[src/p2c_pkg.sv]
// p2c_pkg: shared types, codes, widths and the cordic arctangent table
// for the polar to cartesian regridder; no dependencies
`default_nettype none

package p2c_pkg;

  // item action codes
  typedef enum logic [1:0] {
    ACT_LOAD_RADIUS = 2'd0,
    ACT_LOAD_ANGLE  = 2'd1,
    ACT_LOAD_CELL   = 2'd2,
    ACT_QUERY       = 2'd3
  } act_t;

  // configuration register indexes
  localparam logic [1:0] CFG_RADIUS_COUNT = 2'd0;
  localparam logic [1:0] CFG_ANGLE_COUNT  = 2'd1;
  localparam logic [6:0] COUNT_RESET      = 7'd64;

  // datapath widths
  localparam int CX_W  = 52;  // cordic x/y, 16 fraction bits
  localparam int Z_W   = 36;  // cordic angle, Q2.30 plus headroom
  localparam int RAD_W = 34;  // rounded radius, unsigned
  localparam int KEY_W = 35;  // signed search key

  localparam logic signed [Z_W-1:0] PI_Q30    = 36'sd3373259426;
  localparam logic [31:0]           GAIN_Q32  = 32'h9B74EDA8;

  // one accepted transaction, classified
  typedef struct packed {
    act_t               action;
    logic [15:0]        slot;
    logic               slot_ok;
    logic signed [31:0] first_value;
    logic signed [31:0] second_value;
    logic signed [31:0] density;
    logic signed [31:0] pressure;
    logic signed [31:0] vel_r;
    logic signed [31:0] vel_a;
    logic signed [31:0] vel_z;
  } item_t;

  // atan(2^-i) in Q2.30, truncated except entries 27 to 30, which are rounded
  function automatic logic [29:0] atan_q30(input logic [4:0] i);
    logic [29:0] v;
    case (i)
      5'd0:  v = 30'd843314856;
      5'd1:  v = 30'd497837829;
      5'd2:  v = 30'd263043836;
      5'd3:  v = 30'd133525158;
      5'd4:  v = 30'd67021686;
      5'd5:  v = 30'd33543515;
      5'd6:  v = 30'd16775850;
      5'd7:  v = 30'd8388437;
      5'd8:  v = 30'd4194282;
      5'd9:  v = 30'd2097149;
      5'd10: v = 30'd1048575;
      5'd11: v = 30'd524287;
      5'd12: v = 30'd262143;
      5'd13: v = 30'd131071;
      5'd14: v = 30'd65535;
      5'd15: v = 30'd32767;
      5'd16: v = 30'd16383;
      5'd17: v = 30'd8191;
      5'd18: v = 30'd4095;
      5'd19: v = 30'd2047;
      5'd20: v = 30'd1023;
      5'd21: v = 30'd511;
      5'd22: v = 30'd255;
      5'd23: v = 30'd127;
      5'd24: v = 30'd63;
      5'd25: v = 30'd31;
      5'd26: v = 30'd15;
      5'd27: v = 30'd8;
      5'd28: v = 30'd4;
      5'd29: v = 30'd2;
      5'd30: v = 30'd1;
      default: v = 30'd0;
    endcase
    return v;
  endfunction

endpackage

`default_nettype wire

[src/p2c_if.sv]
// p2c channel interfaces: input items, results and configuration writes
// standalone, no package needed
`default_nettype none

interface p2c_in_if;
  logic               valid;
  logic               ready;
  logic [1:0]         action;
  logic [15:0]        slot;
  logic signed [31:0] first_value;
  logic signed [31:0] second_value;
  logic signed [31:0] density_in;
  logic signed [31:0] pressure_in;
  logic signed [31:0] vel_radial_in;
  logic signed [31:0] vel_angular_in;
  logic signed [31:0] vel_axial_in;
  modport source(output valid, action, slot, first_value, second_value, density_in,
                 pressure_in, vel_radial_in, vel_angular_in, vel_axial_in,
                 input ready);
  modport sink(input valid, action, slot, first_value, second_value, density_in,
               pressure_in, vel_radial_in, vel_angular_in, vel_axial_in,
               output ready);
endinterface


interface p2c_cfg_if;
  logic       valid;
  logic       ready;
  logic [1:0] index;
  logic [6:0] data;
  modport source(output valid, index, data, input ready);
  modport sink(input valid, index, data, output ready);
endinterface

`default_nettype wire

[src/p2c_front.sv]
// p2c_front: accepts and classifies transactions into a two-entry queue,
// holds the count registers; depends on p2c_pkg and the p2c interfaces
`default_nettype none

module p2c_front #(
  parameter int MAX_RADII = 64,
  parameter int MAX_ANGLES = 64,
  localparam int RCW = $clog2(MAX_RADII + 1),
  localparam int ACW = $clog2(MAX_ANGLES + 1)
) (
  input  wire logic          clk,
  input  wire logic          rst_n,
  p2c_in_if.sink             in_ch,
  p2c_cfg_if.sink            cfg_ch,
  output p2c_pkg::item_t     q_item,
  output logic               q_valid,
  input  wire logic          q_pop,
  output logic [RCW-1:0]     nr,
  output logic [ACW-1:0]     na
);
  import p2c_pkg::*;

  localparam int CELL_DEPTH = MAX_RADII * MAX_ANGLES;

  item_t fifo_r [2];
  logic wr_ptr_r, rd_ptr_r;
  logic [1:0] cnt_r;
  logic push;
  item_t cls;
  logic [6:0] rcount_r, acount_r;

  // classify the incoming transaction
  always_comb begin
    cls.action = act_t'(in_ch.action);
    cls.slot = in_ch.slot;
    cls.first_value = in_ch.first_value;
    cls.second_value = in_ch.second_value;
    cls.density = in_ch.density_in;
    cls.pressure = in_ch.pressure_in;
    cls.vel_r = in_ch.vel_radial_in;
    cls.vel_a = in_ch.vel_angular_in;
    cls.vel_z = in_ch.vel_axial_in;
    case (act_t'(in_ch.action))
      ACT_LOAD_RADIUS: cls.slot_ok = 32'(in_ch.slot) < MAX_RADII;
      ACT_LOAD_ANGLE:  cls.slot_ok = 32'(in_ch.slot) < MAX_ANGLES;
      ACT_LOAD_CELL:   cls.slot_ok = 32'(in_ch.slot) < CELL_DEPTH;
      default:         cls.slot_ok = 1'b1;
    endcase
  end

  assign in_ch.ready = (cnt_r != 2'd2);
  assign push = in_ch.valid && in_ch.ready;
  assign q_valid = (cnt_r != 2'd0);
  assign q_item = fifo_r[rd_ptr_r];

  // queue
  always_ff @(posedge clk) begin
    if (!rst_n) begin
      wr_ptr_r <= 1'b0;
      rd_ptr_r <= 1'b0;
      cnt_r <= 2'd0;
    end else begin
      if (push) begin
        wr_ptr_r <= ~wr_ptr_r;
      end
      if (q_pop) begin
        rd_ptr_r <= ~rd_ptr_r;
      end
      cnt_r <= cnt_r + 2'(push) - 2'(q_pop);
    end
    if (push) begin
      fifo_r[wr_ptr_r] <= cls;
    end
  end

  // count registers
  assign cfg_ch.ready = 1'b1;
  always_ff @(posedge clk) begin
    if (!rst_n) begin
      rcount_r <= COUNT_RESET;
      acount_r <= COUNT_RESET;
    end else if (cfg_ch.valid) begin
      if (cfg_ch.index == CFG_RADIUS_COUNT) begin
        rcount_r <= cfg_ch.data;
      end else if (cfg_ch.index == CFG_ANGLE_COUNT) begin
        acount_r <= cfg_ch.data;
      end
    end
  end

  // counts in use, clamped to 1..max
  always_comb begin
    if (rcount_r == 7'd0) begin
      nr = RCW'(1);
    end else if (32'(rcount_r) > MAX_RADII) begin
      nr = RCW'(MAX_RADII);
    end else begin
      nr = RCW'(rcount_r);
    end
    if (acount_r == 7'd0) begin
      na = ACW'(1);
    end else if (32'(acount_r) > MAX_ANGLES) begin
      na = ACW'(MAX_ANGLES);
    end else begin
      na = ACW'(acount_r);
    end
  end

endmodule

`default_nettype wire

[src/flat_wrapper.sv]
// flat-port wrapper written by rule: the top's interface ports become plain ports
module p2c_front_flat import p2c_pkg::*;
#(
  parameter int MAX_RADII = 64,
  parameter int MAX_ANGLES = 64,
  localparam int RCW = $clog2(MAX_RADII + 1),
  localparam int ACW = $clog2(MAX_ANGLES + 1)
)
  (clk, rst_n, q_item, q_valid, q_pop, nr, na, in_ch_valid, in_ch_action, in_ch_slot, in_ch_first_value, in_ch_second_value, in_ch_density_in, in_ch_pressure_in, in_ch_vel_radial_in, in_ch_vel_angular_in, in_ch_vel_axial_in, in_ch_ready, cfg_ch_valid, cfg_ch_index, cfg_ch_data, cfg_ch_ready);
  p2c_in_if in_ch_i ();
  p2c_cfg_if cfg_ch_i ();
  input  wire logic clk;
  input  wire logic rst_n;
  output p2c_pkg::item_t q_item;
  output logic q_valid;
  input  wire logic q_pop;
  output logic [RCW-1:0] nr;
  output logic [ACW-1:0] na;
  input wire logic [$bits(in_ch_i.valid)-1:0] in_ch_valid;
  input wire logic [$bits(in_ch_i.action)-1:0] in_ch_action;
  input wire logic [$bits(in_ch_i.slot)-1:0] in_ch_slot;
  input wire logic [$bits(in_ch_i.first_value)-1:0] in_ch_first_value;
  input wire logic [$bits(in_ch_i.second_value)-1:0] in_ch_second_value;
  input wire logic [$bits(in_ch_i.density_in)-1:0] in_ch_density_in;
  input wire logic [$bits(in_ch_i.pressure_in)-1:0] in_ch_pressure_in;
  input wire logic [$bits(in_ch_i.vel_radial_in)-1:0] in_ch_vel_radial_in;
  input wire logic [$bits(in_ch_i.vel_angular_in)-1:0] in_ch_vel_angular_in;
  input wire logic [$bits(in_ch_i.vel_axial_in)-1:0] in_ch_vel_axial_in;
  output wire logic [$bits(in_ch_i.ready)-1:0] in_ch_ready;
  input wire logic [$bits(cfg_ch_i.valid)-1:0] cfg_ch_valid;
  input wire logic [$bits(cfg_ch_i.index)-1:0] cfg_ch_index;
  input wire logic [$bits(cfg_ch_i.data)-1:0] cfg_ch_data;
  output wire logic [$bits(cfg_ch_i.ready)-1:0] cfg_ch_ready;
  assign in_ch_i.valid = in_ch_valid;
  assign in_ch_i.action = in_ch_action;
  assign in_ch_i.slot = in_ch_slot;
  assign in_ch_i.first_value = in_ch_first_value;
  assign in_ch_i.second_value = in_ch_second_value;
  assign in_ch_i.density_in = in_ch_density_in;
  assign in_ch_i.pressure_in = in_ch_pressure_in;
  assign in_ch_i.vel_radial_in = in_ch_vel_radial_in;
  assign in_ch_i.vel_angular_in = in_ch_vel_angular_in;
  assign in_ch_i.vel_axial_in = in_ch_vel_axial_in;
  assign in_ch_ready = in_ch_i.ready;
  assign cfg_ch_i.valid = cfg_ch_valid;
  assign cfg_ch_i.index = cfg_ch_index;
  assign cfg_ch_i.data = cfg_ch_data;
  assign cfg_ch_ready = cfg_ch_i.ready;
  p2c_front #(.MAX_RADII(MAX_RADII), .MAX_ANGLES(MAX_ANGLES)) u_core (.clk(clk), .rst_n(rst_n), .in_ch(in_ch_i), .cfg_ch(cfg_ch_i), .q_item(q_item), .q_valid(q_valid), .q_pop(q_pop), .nr(nr), .na(na));
endmodule
[config.mk]
export PLATFORM = sky130hd
export DESIGN_NAME = p2c_front_flat
export DESIGN_NICKNAME = d
export VERILOG_FILES = /design/src/p2c_pkg.sv /design/src/p2c_if.sv /design/src/p2c_front.sv /design/src/flat_wrapper.sv
export SDC_FILE = /design/constraint.sdc
export NUM_CORES = 1
export LEC_CHECK = 0
export BUFFER_PORTS_ARGS = -buffer_cell sky130_fd_sc_hd__buf_4
export CAP_MARGIN = 20
export CORE_MARGIN = 8
export CORE_UTILIZATION = 47
export CTS_CLUSTER_SIZE = 10
export DETAILED_ROUTE_END_ITERATION = 12
export PLACE_DENSITY = 0.78
export SKIP_LAST_GASP = 1
export SLEW_MARGIN = 0
export SYNTH_ARGS = -nofsm -noshare
export SYNTH_HDL_FRONTEND = slang
export SYNTH_SLANG_ARGS = --single-unit
export TNS_END_PERCENT = 1
[constraint.sdc]
create_clock -name clk -period 7.5 [get_ports clk]
set_input_delay 1.125 -clock clk [delete_from_list [all_inputs] [get_ports clk]]
set_output_delay 1.125 -clock clk [all_outputs]
set_load 0.05 [all_outputs]
# Word level (Yosys, flattened, before mapping)
# Memory sizes are Yosys's and may differ from the RTL's. A register that Yosys moved wholly into a read port is not among the register bits.
# Index checks and enable logic that the tools add are counted.
[classes] n_addsub=2 n_eq_ne=4 mux=9 n_bitwise=3 order_cmp=4 n_reduce_logical=9
[ops] operator="7-bit 2-to-1 mux" count=4
[ops] operator="16-bit by 13-bit less-than comparator with 1-bit output (second input constant)" count=1
[ops] operator="16-bit by 7-bit less-than comparator with 1-bit output (second input constant)" count=1
[ops] operator="7-bit greater-than comparator (second input constant)" count=2
[ops] operator="7-bit zero test" count=2
[ops] operator="2-bit by 1-bit == test with 1-bit output (second input constant)" count=2
[ops] operator="2-bit zero test" count=2
[ops] operator="1-bit 2-to-1 mux" count=4
[ops] operator="1-bit NOT" count=3
[ops] operator="3-bit AND reduction" count=1
[ops] operator="2-bit by 1-bit adder with 2-bit output" count=1
[ops] operator="2-bit == test (second input constant)" count=1
[ops] operator="2-bit inequality test (second input constant)" count=1
[ops] operator="1-bit one-hot mux with 2 select lines" count=1
[ops] operator="2-bit AND reduction" count=1
[ops] operator="2-bit nonzero test" count=1
[ops] operator="2-bit OR reduction" count=1
[ops] operator="2-bit by 1-bit subtractor with 2-bit output" count=1
[ops] operator="1-bit logical AND" count=1
[totals] regBits=18 ram_bits=486 elab_cells=37 n_memories=1
[mem_list] name="u_core.fifo_r" words=2 width=243 rd=1 rd_ports_with_merged_regs=1 wr=1 line="p2c_front.sv:25" source="item_t fifo_r [2];"

# Depth between registers and ports, before layout
# Gate-level depths: netlist (run 1).
[depth] word_depth=4 ltp_mapped=6

# Worst setup path after synthesis (run 1)
# No wires, ideal clock.
[synth_path] path_kind="in2reg" startpoint="input in_ch_valid" endpoint="memory u_core.fifo_r[1][0] (netlist bit), enable pin" t_arrival_ns=6.713 setup_ns=0.636 path_stages=1 t_required_ns=6.864 path_slack_ns=0.151 path_buffers=0 cell_sequence="and3_1"
[synth_between] elab_chain_cells=3
[synth_lines] element="from (decl)" line="flat_wrapper.sv:19" source="input wire logic [$bits(in_ch_i.valid)-1:0] in_ch_valid;"
[synth_lines] element="1-bit logical AND" line="p2c_front.sv:52" source="assign push = in_ch.valid && in_ch.ready;"
[synth_lines] element="1-bit 2-to-1 mux" line="p2c_front.sv:71" source="if (push) begin"
[synth_lines] element="1-bit 2-to-1 mux (not written as such)" line="p2c_front.sv:72" source="fifo_r[wr_ptr_r] <= cls;"
[synth_lines] element="to (decl)" line="p2c_front.sv:25"
# Every way passes these cells.

==> results, run 1 <==
- The worst hold slack across all endpoints is between 0.5 and 0.6 ns.
- The synthesized design contains around 510 register bits.
- The number of instances resized during post-cts repair is 0.
- The number of antenna repair diodes is 0.
- The setup TNS is 0 ns.
- The setup clock skew after layout is roughly 0.015 ns.
- When the netlist entered floorplanning its net count stood at 1113.
- The number of max-slew violations in the final report is 0.
- The critical path goes through buf_4 -> mux2_2 -> buf_4.
- In the layout the commonest cells are buf_4, edfxtp_1, mux2_2.
- The first global-routing pass estimated approximately 66000 microns of wire.
- The fraction of layout instances using a drive strength above 1 is about three fifths.
- In this design, the critical path's most frequently occurring cell is buf_4.
- The area growth from synthesis to layout is 31.7%.
- The worst endpoint required time is about 6.4 ns.
- The effective utilization at floorplan is 47.8%.
- The initial antenna violation count is 0.
- Detailed placement finished with a half-perimeter wire length of between 30000 and 40000 microns.
- The compound-cell area share of the yosys netlist is less than 1%.
- For the pin with the worst max-slew slack, the measured transition is ~1.1 ns.
- Once placement completed, the tool counted placed cells totaling about 1900.
- Max-cap violations in this run came to 0.
- The die area is ~0.046 sq mm.
- The routed layout has approximately 10000 vias.
- The relative max-transition margin is between 20% and 30%.
- Dividing total power by cell area gives a power density of roughly 340 mW/mm^2.
- The simple-gate area share of the yosys netlist is under 10%.
- For the worst setup path, the data arrival time is approximately 2.9 ns.
- After clock tree synthesis, the flow added hold-fix buffers numbering 0.
- The number of buffer cells added on primary ports is about 510.
- In this run the worst hold path is classified as reg -> reg.
- Clock-pin slew was measured on the worst setup and hold paths at 0.05 ns.
- The overflow left after global routing is 0.
- The clock net sink count is approximately 500.
- After synthesis, the mean cell area works out to 21.6 sq um.
- The fmax is roughly 0.25 GHz.
- Yosys mapped the design onto 29 distinct sky130hd cell types.
- The classification of the worst setup path is reg -> out.
- The xor and xnor area share after synthesis is less than 1%.
- The H-tree generated during clock tree synthesis spans 2 levels.
- The congestion estimate from routability-driven global placement came to a little under 0.8.
- Across every metal layer, demand over resource in global routing totals between 10% and 20%.
- The gate count of the mapped netlist is roughly 860.
- The worst setup path is launched from a flop.
- The worst path needs 4.03 ns of the cycle, external delays included.
- The slowest stage of the critical path is the buf_4 cell.
- Using the TritonRoute via totals, the vias-per-cell ratio works out to about 5.1.
- The run finished with clean final reports.
- The core region is about 0.039 sq mm.
- The number of cells on the worst reg-to-reg path is 4.
- The number of top-level design ports is 516.
- Setup repair after global routing left no endpoint under its margin.
- The analysis attributes to cell leakage a power of between 9 and 10 nW.
- Dividing the final minimum period by the clock period gives between 50% and 60%.
- The maximum resistive drop on vdd is between 0.2 and 0.3 mV.
- Of the post-synthesis cell area, the part taken by muxes is ~16%.
- The site row count is slightly above 70.
- The total CTS buffers is 56.
- In the routed design, unresolved DRC markers number 0.
- The delay of the slowest cell on the worst path is ~0.9 ns.
- For this block, the initial DRC count from the detailed router was 636.
- In the final design database the tool counted 1659 nets.
- The fraction of the yosys area taken by sequential cells is around four fifths.
- The pin count of the biggest net entering global routing is approximately 140.
- The worst-path maximum fanout is between 80 and 90.
- The library cell used most frequently in the layout, excluding fill and tap cells, is buf_4.
- The cell sitting at the root of the clock tree is a clkbuf_16.
- The final count of hold timing violations was 0.
- The number of global-route vias before repair is around 11000.
- The remaining number of nets flagged by the antenna check after routing is 0.
- The summed instance area of the synthesized netlist is 0.0185 sq mm.
- The number of optimization iterations in the first detailed-route pass is 5.
- The arithmetic-cell share of the synthesized area counting full adders, half adders and majority gates is less than 1%.
- The clock latency at the later pin of the worst-skew pair is 0.58 ns.
- Measured along the x axis, the die boundary spans around 210 microns.
- Wires add up to about 45000 microns.
- After detailed routing, the average wire length per cell comes to between 20 and 25 microns.
- The worst setup path is captured at an output pin.
- TritonCTS built the clock tree.
- The total setup violations reported at the end of the flow is 0.
- Once the clock tree was built, the setup fixing pass inserted 0 buffers.
- The largest family of logic cells by synthesized area is multiplexers.
- The die is around 210 microns tall.
- Counting instances, the worst hold path has a depth of 2.
- No sink is reached through more buffers than the 3 on the longest clock path.
- For this run, the number of Yosys warnings is 0.
- The final standard cell count with taps included and fillers excluded is a little under 2000.
[registers in the layout, indices dropped and copies added, names as in the netlist, named ones only]
| signal | cells |
|---|---|
| u_core.cnt_r | 2 |
| u_core.wr_ptr_r | 1 |
| u_core.rd_ptr_r | 1 |
| u_core.rcount_r | 7 |
| u_core.acount_r | 7 |
| u_core.fifo_r | 486 |
[Yosys cell counts]
master	instances	share of area, %
a21bo_2	1	0.054
nor3_1	2	0.054
nor4_1	2	0.068
buf_6	20	1.2
mux2_2	243	15
nand2b_1	1	0.034
ha_1	2	0.14
nor3b_1	1	0.041
nand3_1	1	0.027
xnor2_1	2	0.095
o21ai_0	1	0.027
and2_1	5	0.17
buf_2	9	0.24
buf_4	1	0.041
mux2i_1	14	0.76
inv_1	3	0.061
and3_1	1	0.034
edfxtp_1	486	79
dfxtp_1	19	2.1
nor2b_1	22	0.74
xor2_1	1	0.047
nand2_1	3	0.061
nor2_1	5	0.10
clkbuf_1	3	0.061
conb_1	1	0.020
nand3b_1	2	0.081
a21boi_0	1	0.041
or2_2	1	0.034
a21oi_1	2	0.054
[metal layers]
metal / vias to the layer above / global-route usage (%) / share of wire, %
li1: 4441 / - / -
met1: 4878 / 20.3 / 36
met2: 465 / 32.7 / 51
met5: - / 0 / 0
met4: 0 / 6.40 / 2.9
met3: 77 / 8.41 / 10
[path summary, 6_finish.rpt]
check / endpoint / slack, ns / from
hold reg to reg: u_core.rcount_r[1] / 0.54 / u_core.rcount_r[1]
setup reg to reg: u_core.fifo_r[0][108] / 4.73 / u_core.cnt_r[0]
setup / recovery: q_item[156] / 3.47 / flop
hold / removal: u_core.rcount_r[1] / 0.54 / u_core.rcount_r[1]
[power breakdown]
group | switching (W) | internal [W]
logic | 0.00151 | 0.000672
registers | 0.0000944 | 0.00356
clock network | 0.000977 | 0.00138
[cell families (layout without fill, tap and decap cells)]
logic type	after synthesis	in the layout
DFF	505	505
muxes	257	257
and+or+nand+nor	46	46
buffers and inverters	36	608
AOI/OAI and AO/OA	5	5
xor gates and xnor gates	3	3
adders and majority gates	2	2
other	1	1
[layout make-up]
| class | instances | area (sq um) |
|---|---|---|
| flip-flops and latches | 505 | 15000 |
| fillers | 2666 | 14400 |
| repair buffers | 521 | 3950 |
| multi-input cells | 314 | 3240 |
| clock buffers | 82 | 1520 |
| well taps | 518 | 648 |
| inverters | 3 | 18.8 |
| clock inverters | 2 | 17.5 |
[through the flow]
stage	setup slack [ns]	util (%)	power (W)	cell area (sq um)
after detailed placement	4.09	58.9	0.00591	22800
after global routing	3.34	62.9	0.00846	24400
after CTS	3.43	62.9	0.00827	24400
final	3.47	62.9	0.00819	24400
after floorplan	0.151	-	0.00525	18500
after global placement	4.11	58.9	0.00587	22800
[worst max-delay path: cells and delay by family (launching register included)]
| kind | cells | cell delay [ns] |
|---|---|---|
| flip-flops | 1 | 0.66 |
| buffers and inverters | 2 | 1.10 |
| multiplexers | 1 | 0.43 |
No activity file was read; power rests on OpenSTA's default activity.
==> inputs of run 2 (changes only) <==
ABC_AREA = 1   (was not set)
clock period = 3.3 ns   (was 7.5 ns; I/O delays follow)
==> results, run 2 <==
- The flow ran to the end, and the final reports show no timing, DRC or antenna violations.
- The area of the placeable core is 0.0388 sq mm.
- The area growth from synthesis to layout is 32.6%.
- Clock-pin slew was measured on the worst setup and hold paths at ~0.060 ns.
- The delay of the slowest cell on the worst path is approximately 0.82 ns.
- In the routed design, unresolved DRC markers number 0.
- The number of top-level design ports is roughly 520.
- The number of max-slew violations in the final report is 0.
- Of the post-synthesis cell area, the dominant cell type holds about four fifths.
- Global routing finished with a remaining overflow of 0.
- Traced cell by cell, the critical path runs through buf_12 -> mux2_2 -> buf_4.
- At the worst endpoint, the arrival time is approximately 2.4 ns.
- The via density per instance is ~5.1.
- The fraction of the yosys area taken by sequential cells is between 80% and 90%.
- The net switching power figure is between 0.004 and 0.005 W.
- STA classifies the critical path endpoint as an output pin.
- The largest registers in the layout are u_core.fifo_r (486), u_core.acount_r (7), u_core.rcount_r (7).
- For the pin with the worst max-slew slack, the measured transition is between 0.8 and 0.9 ns.
- Measured against its own limit, the worst slew margin works out to 41.0%.
- Buffers added to address setup during post-CTS repair amount to 0.
- Dividing total power by cell area gives a power density of between 600 and 700 mW/mm^2.
- The share of power burned in the clock network is a little under a third.
- The pin count of the biggest net entering global routing is ~130.
- The clock latency at the later pin of the worst-skew pair is 0.57 ns.
- The placed standard-cell area is approximately 0.023 sq mm.
- The library cell with the highest instance count after synthesis is edfxtp_1.
- The largest total area in the synthesized netlist belongs to edfxtp_1.
- The final count of hold timing violations was 0.
- The overall power after layout is around 0.017 W.
- Timing analysis after detailed placement gives a worst setup slack of between 0.9 and 1 ns.
- The initialized floorplan defines around 70 standard-cell rows.
- Global routing consumed, over all layers together, roughly a fifth of the routing resources.
- The final RePlAce weighted congestion is 0.824.
- After synthesis the cells add up to 0.0186 sq mm.
- Dividing the detail-routed wire length by the instance count gives 22.5 microns.
- The post-synthesis sequential element count is 505.
- The number of global-route vias before repair was 11100.
- The main flop type after synthesis is edfxtp_1.
- The worst path meets setup with 0.453 ns of slack.
- The H-tree depth reported by CTS is 2.
- The maximum resistive drop on vdd is about 0.54 mV.
- By count the netlist is led by edfxtp_1, mux2_2, nor2_1, nand2_1, inv_1.
- Setup repair after global routing left no endpoint under its margin.
- The number of nets produced by synthesis is 1177.
- The critical-path cell with the highest stage delay is dfxtp_4.
- Cell internal power was estimated by the tool at between 0.01 and 0.015 W.
- Per report_power, the sequential group accounts for between 40 and 50% of the total.
- The count of buffers added on input and output ports is ~500.
- Of the cells placed in the final design, the portion with a size suffix greater than 1 is between 50 and 60%.
- The critical path contains buffers and inverters numbering 2 combined.
- The register containing the most flip-flops in the final layout is u_core.fifo_r.
- The proportion of total power due to net switching is 28.4%.
- Combinational logic burns 21.0% of the power.
- The maximum buffer depth of the clock tree is 3.
- The gate count of the mapped netlist is 919.
- The width of the chip is ~210 microns.
- The initial antenna violation count is 3.
- The clock arrives with approximately 0.012 ns of skew.
- The area used by multi-input combinational logic is about 0.0032 sq mm.
- For the worst setup path, the data required time is 2.80 ns.
- For this block, the initial DRC count from the detailed router was between 600 and 700.
- The category of cells accounting for the largest share of critical-path delay is flip-flops.
- The detail route stage leaves a number of antenna-violating nets equal to 0.
- The total half-perimeter wirelength after legalization and detailed placement is 31900 microns.
- The total setup violations reported at the end of the flow is 0.
- The commonest non-fill, non-tap cell in the layout is buf_4.
- The time the worst path needs with I/O delays and setup is approximately 2.8 ns.
- The worst-path maximum fanout is 44.
- In this run, post-CTS repair resized a total of 0 instances.
- STA classifies the critical path startpoint as a flop.
- The critical path in this run is classified as reg -> out.
- TritonCTS built the clock tree.
- For this configuration, the core starts out at a cell density of between 40% and 50%.
- Hold timing on the final database bottoms out at a slack of between 0.09 and 0.1 ns.
- The vertical extent of the die is 215 microns.
- The area occupied by registers is 0.0150 sq mm.
- The fraction of synthesis flops using an asynchronous set or reset pin is 0%.
- After clock tree synthesis, the flow added hold-fix buffers numbering 0.
- Setup slack on the worst reg-to-reg path comes out at around 1.4 ns.
- The worst hold path belongs to the class in -> reg.
- The register with the most flip-flops in the layout has ~490 of them.
- In this run the mean area of a mapped cell was ~20 sq um.
- Buffers inserted during clock tree synthesis total between 50 and 60.
- Static timing analysis puts the maximum clock frequency at between 0.3 and 0.4 GHz.
- The first global-routing pass estimated between 60000 and 70000 microns of wire.
- By area the synthesized netlist is led by edfxtp_1, mux2_2, dfxtp_1.
- The top cell types in the final layout, fill and taps aside, are buf_4, edfxtp_1, mux2_2.
- In the final timing run, aggregate negative setup slack is 0 ns.
- Max-cap violations in this run came to 0.
- The final period utilization is about 86%.
- Summed over all layers, the routed wires come to 45300 microns.
- The design area is about 0.025 sq mm.
- The distinct cell type count of the synthesized netlist is 18.
- For this run, the number of Yosys warnings is 0.
- The post-layout net count is roughly 1700.
- CTS saw approximately 510 sinks.
- In this run the static leakage power is between 9 and 10 nW.
- CTS placed an instance of clkbuf_16 at the clock tree root.
- The count of flip-flops with a built-in enable after synthesis is between 400 and 500.
- The layout filler cell count is approximately 2700.
- The number of optimization iterations in the first detailed-route pass is 5.
- The routed layout has 10200 vias.
- The floorplan step defined a die boundary enclosing around 0.046 sq mm.
-- run 2: logic make-up (layout without fill, tap and decap cells) --
kind of cell | count (synthesis) | in the layout | share of synthesized area, %
other | 1 | 3 | 0.0202
buffers and inverters | 59 | 634 | 2.09
AOI/OAI and AO/OA | 5 | 5 | 0.135
adders and majority gates | 2 | 2 | 0.135
DFF | 505 | 505 | 80.7
and+or+nand+nor | 104 | 104 | 2.19
muxes | 243 | 243 | 14.7
-- run 2: layer usage --
| metal | global-route usage, % | vias to the layer above | routed length (microns) | share of wire, % |
|---|---|---|---|---|
| met1 | 21.0 | 5034 | 16500 | 36 |
| met4 | 8.82 | 2 | 1830 | 4.0 |
| met5 | 0 | - | 12 | 0.026 |
| met2 | 32.4 | 453 | 22800 | 50 |
| met3 | 6.73 | 93 | 4220 | 9.3 |
| li1 | - | 4610 | - | - |
-- run 2: power groups by stage --
| stage | logic [W] | clock network, W | registers, W |
|---|---|---|---|
| after floorplan | 0.00236 | 0 | 0.00805 |
| after global placement | 0.00353 | 0 | 0.00802 |
| after detailed placement | 0.00356 | 0 | 0.00805 |
| after CTS | 0.00358 | 0.00552 | 0.00793 |
| after global routing | 0.00369 | 0.00574 | 0.00797 |
| final | 0.00354 | 0.00538 | 0.00792 |
-- run 2: path summary, 6_finish.rpt --
path,cells after the start,from,endpoint
worst min register to register,2,u_core.rd_ptr_r,flop
worst max-delay path,3,flop,q_item[171]
worst max register to register,5,u_core.cnt_r[0],u_core.fifo_r[0][92]
worst min-delay path,1,in_ch_first_value[9],u_core.fifo_r[1][201]
-- run 2: area by class of cell --
type / count / share of cell area (%)
inverters: 23 / 0.376
flip-flops and latches: 505 / 60.9
well taps: 518 / 2.63
clock buffers: 80 / 6.23
repair buffers: 529 / 16.6
diodes: 2 / 0.0203
clock inverters: 2 / 0.0712
multi-input cells: 355 / 13.2
-- run 2: per-stage QoR --
step,cells,util [%]
2_1_floorplan,919,-
3_3_place_gp,1930,59.4
3_5_place_dp,1930,59.4
4_1_cts,2012,63.4
5_1_grt,2014,63.4
6_report,2014,63.4
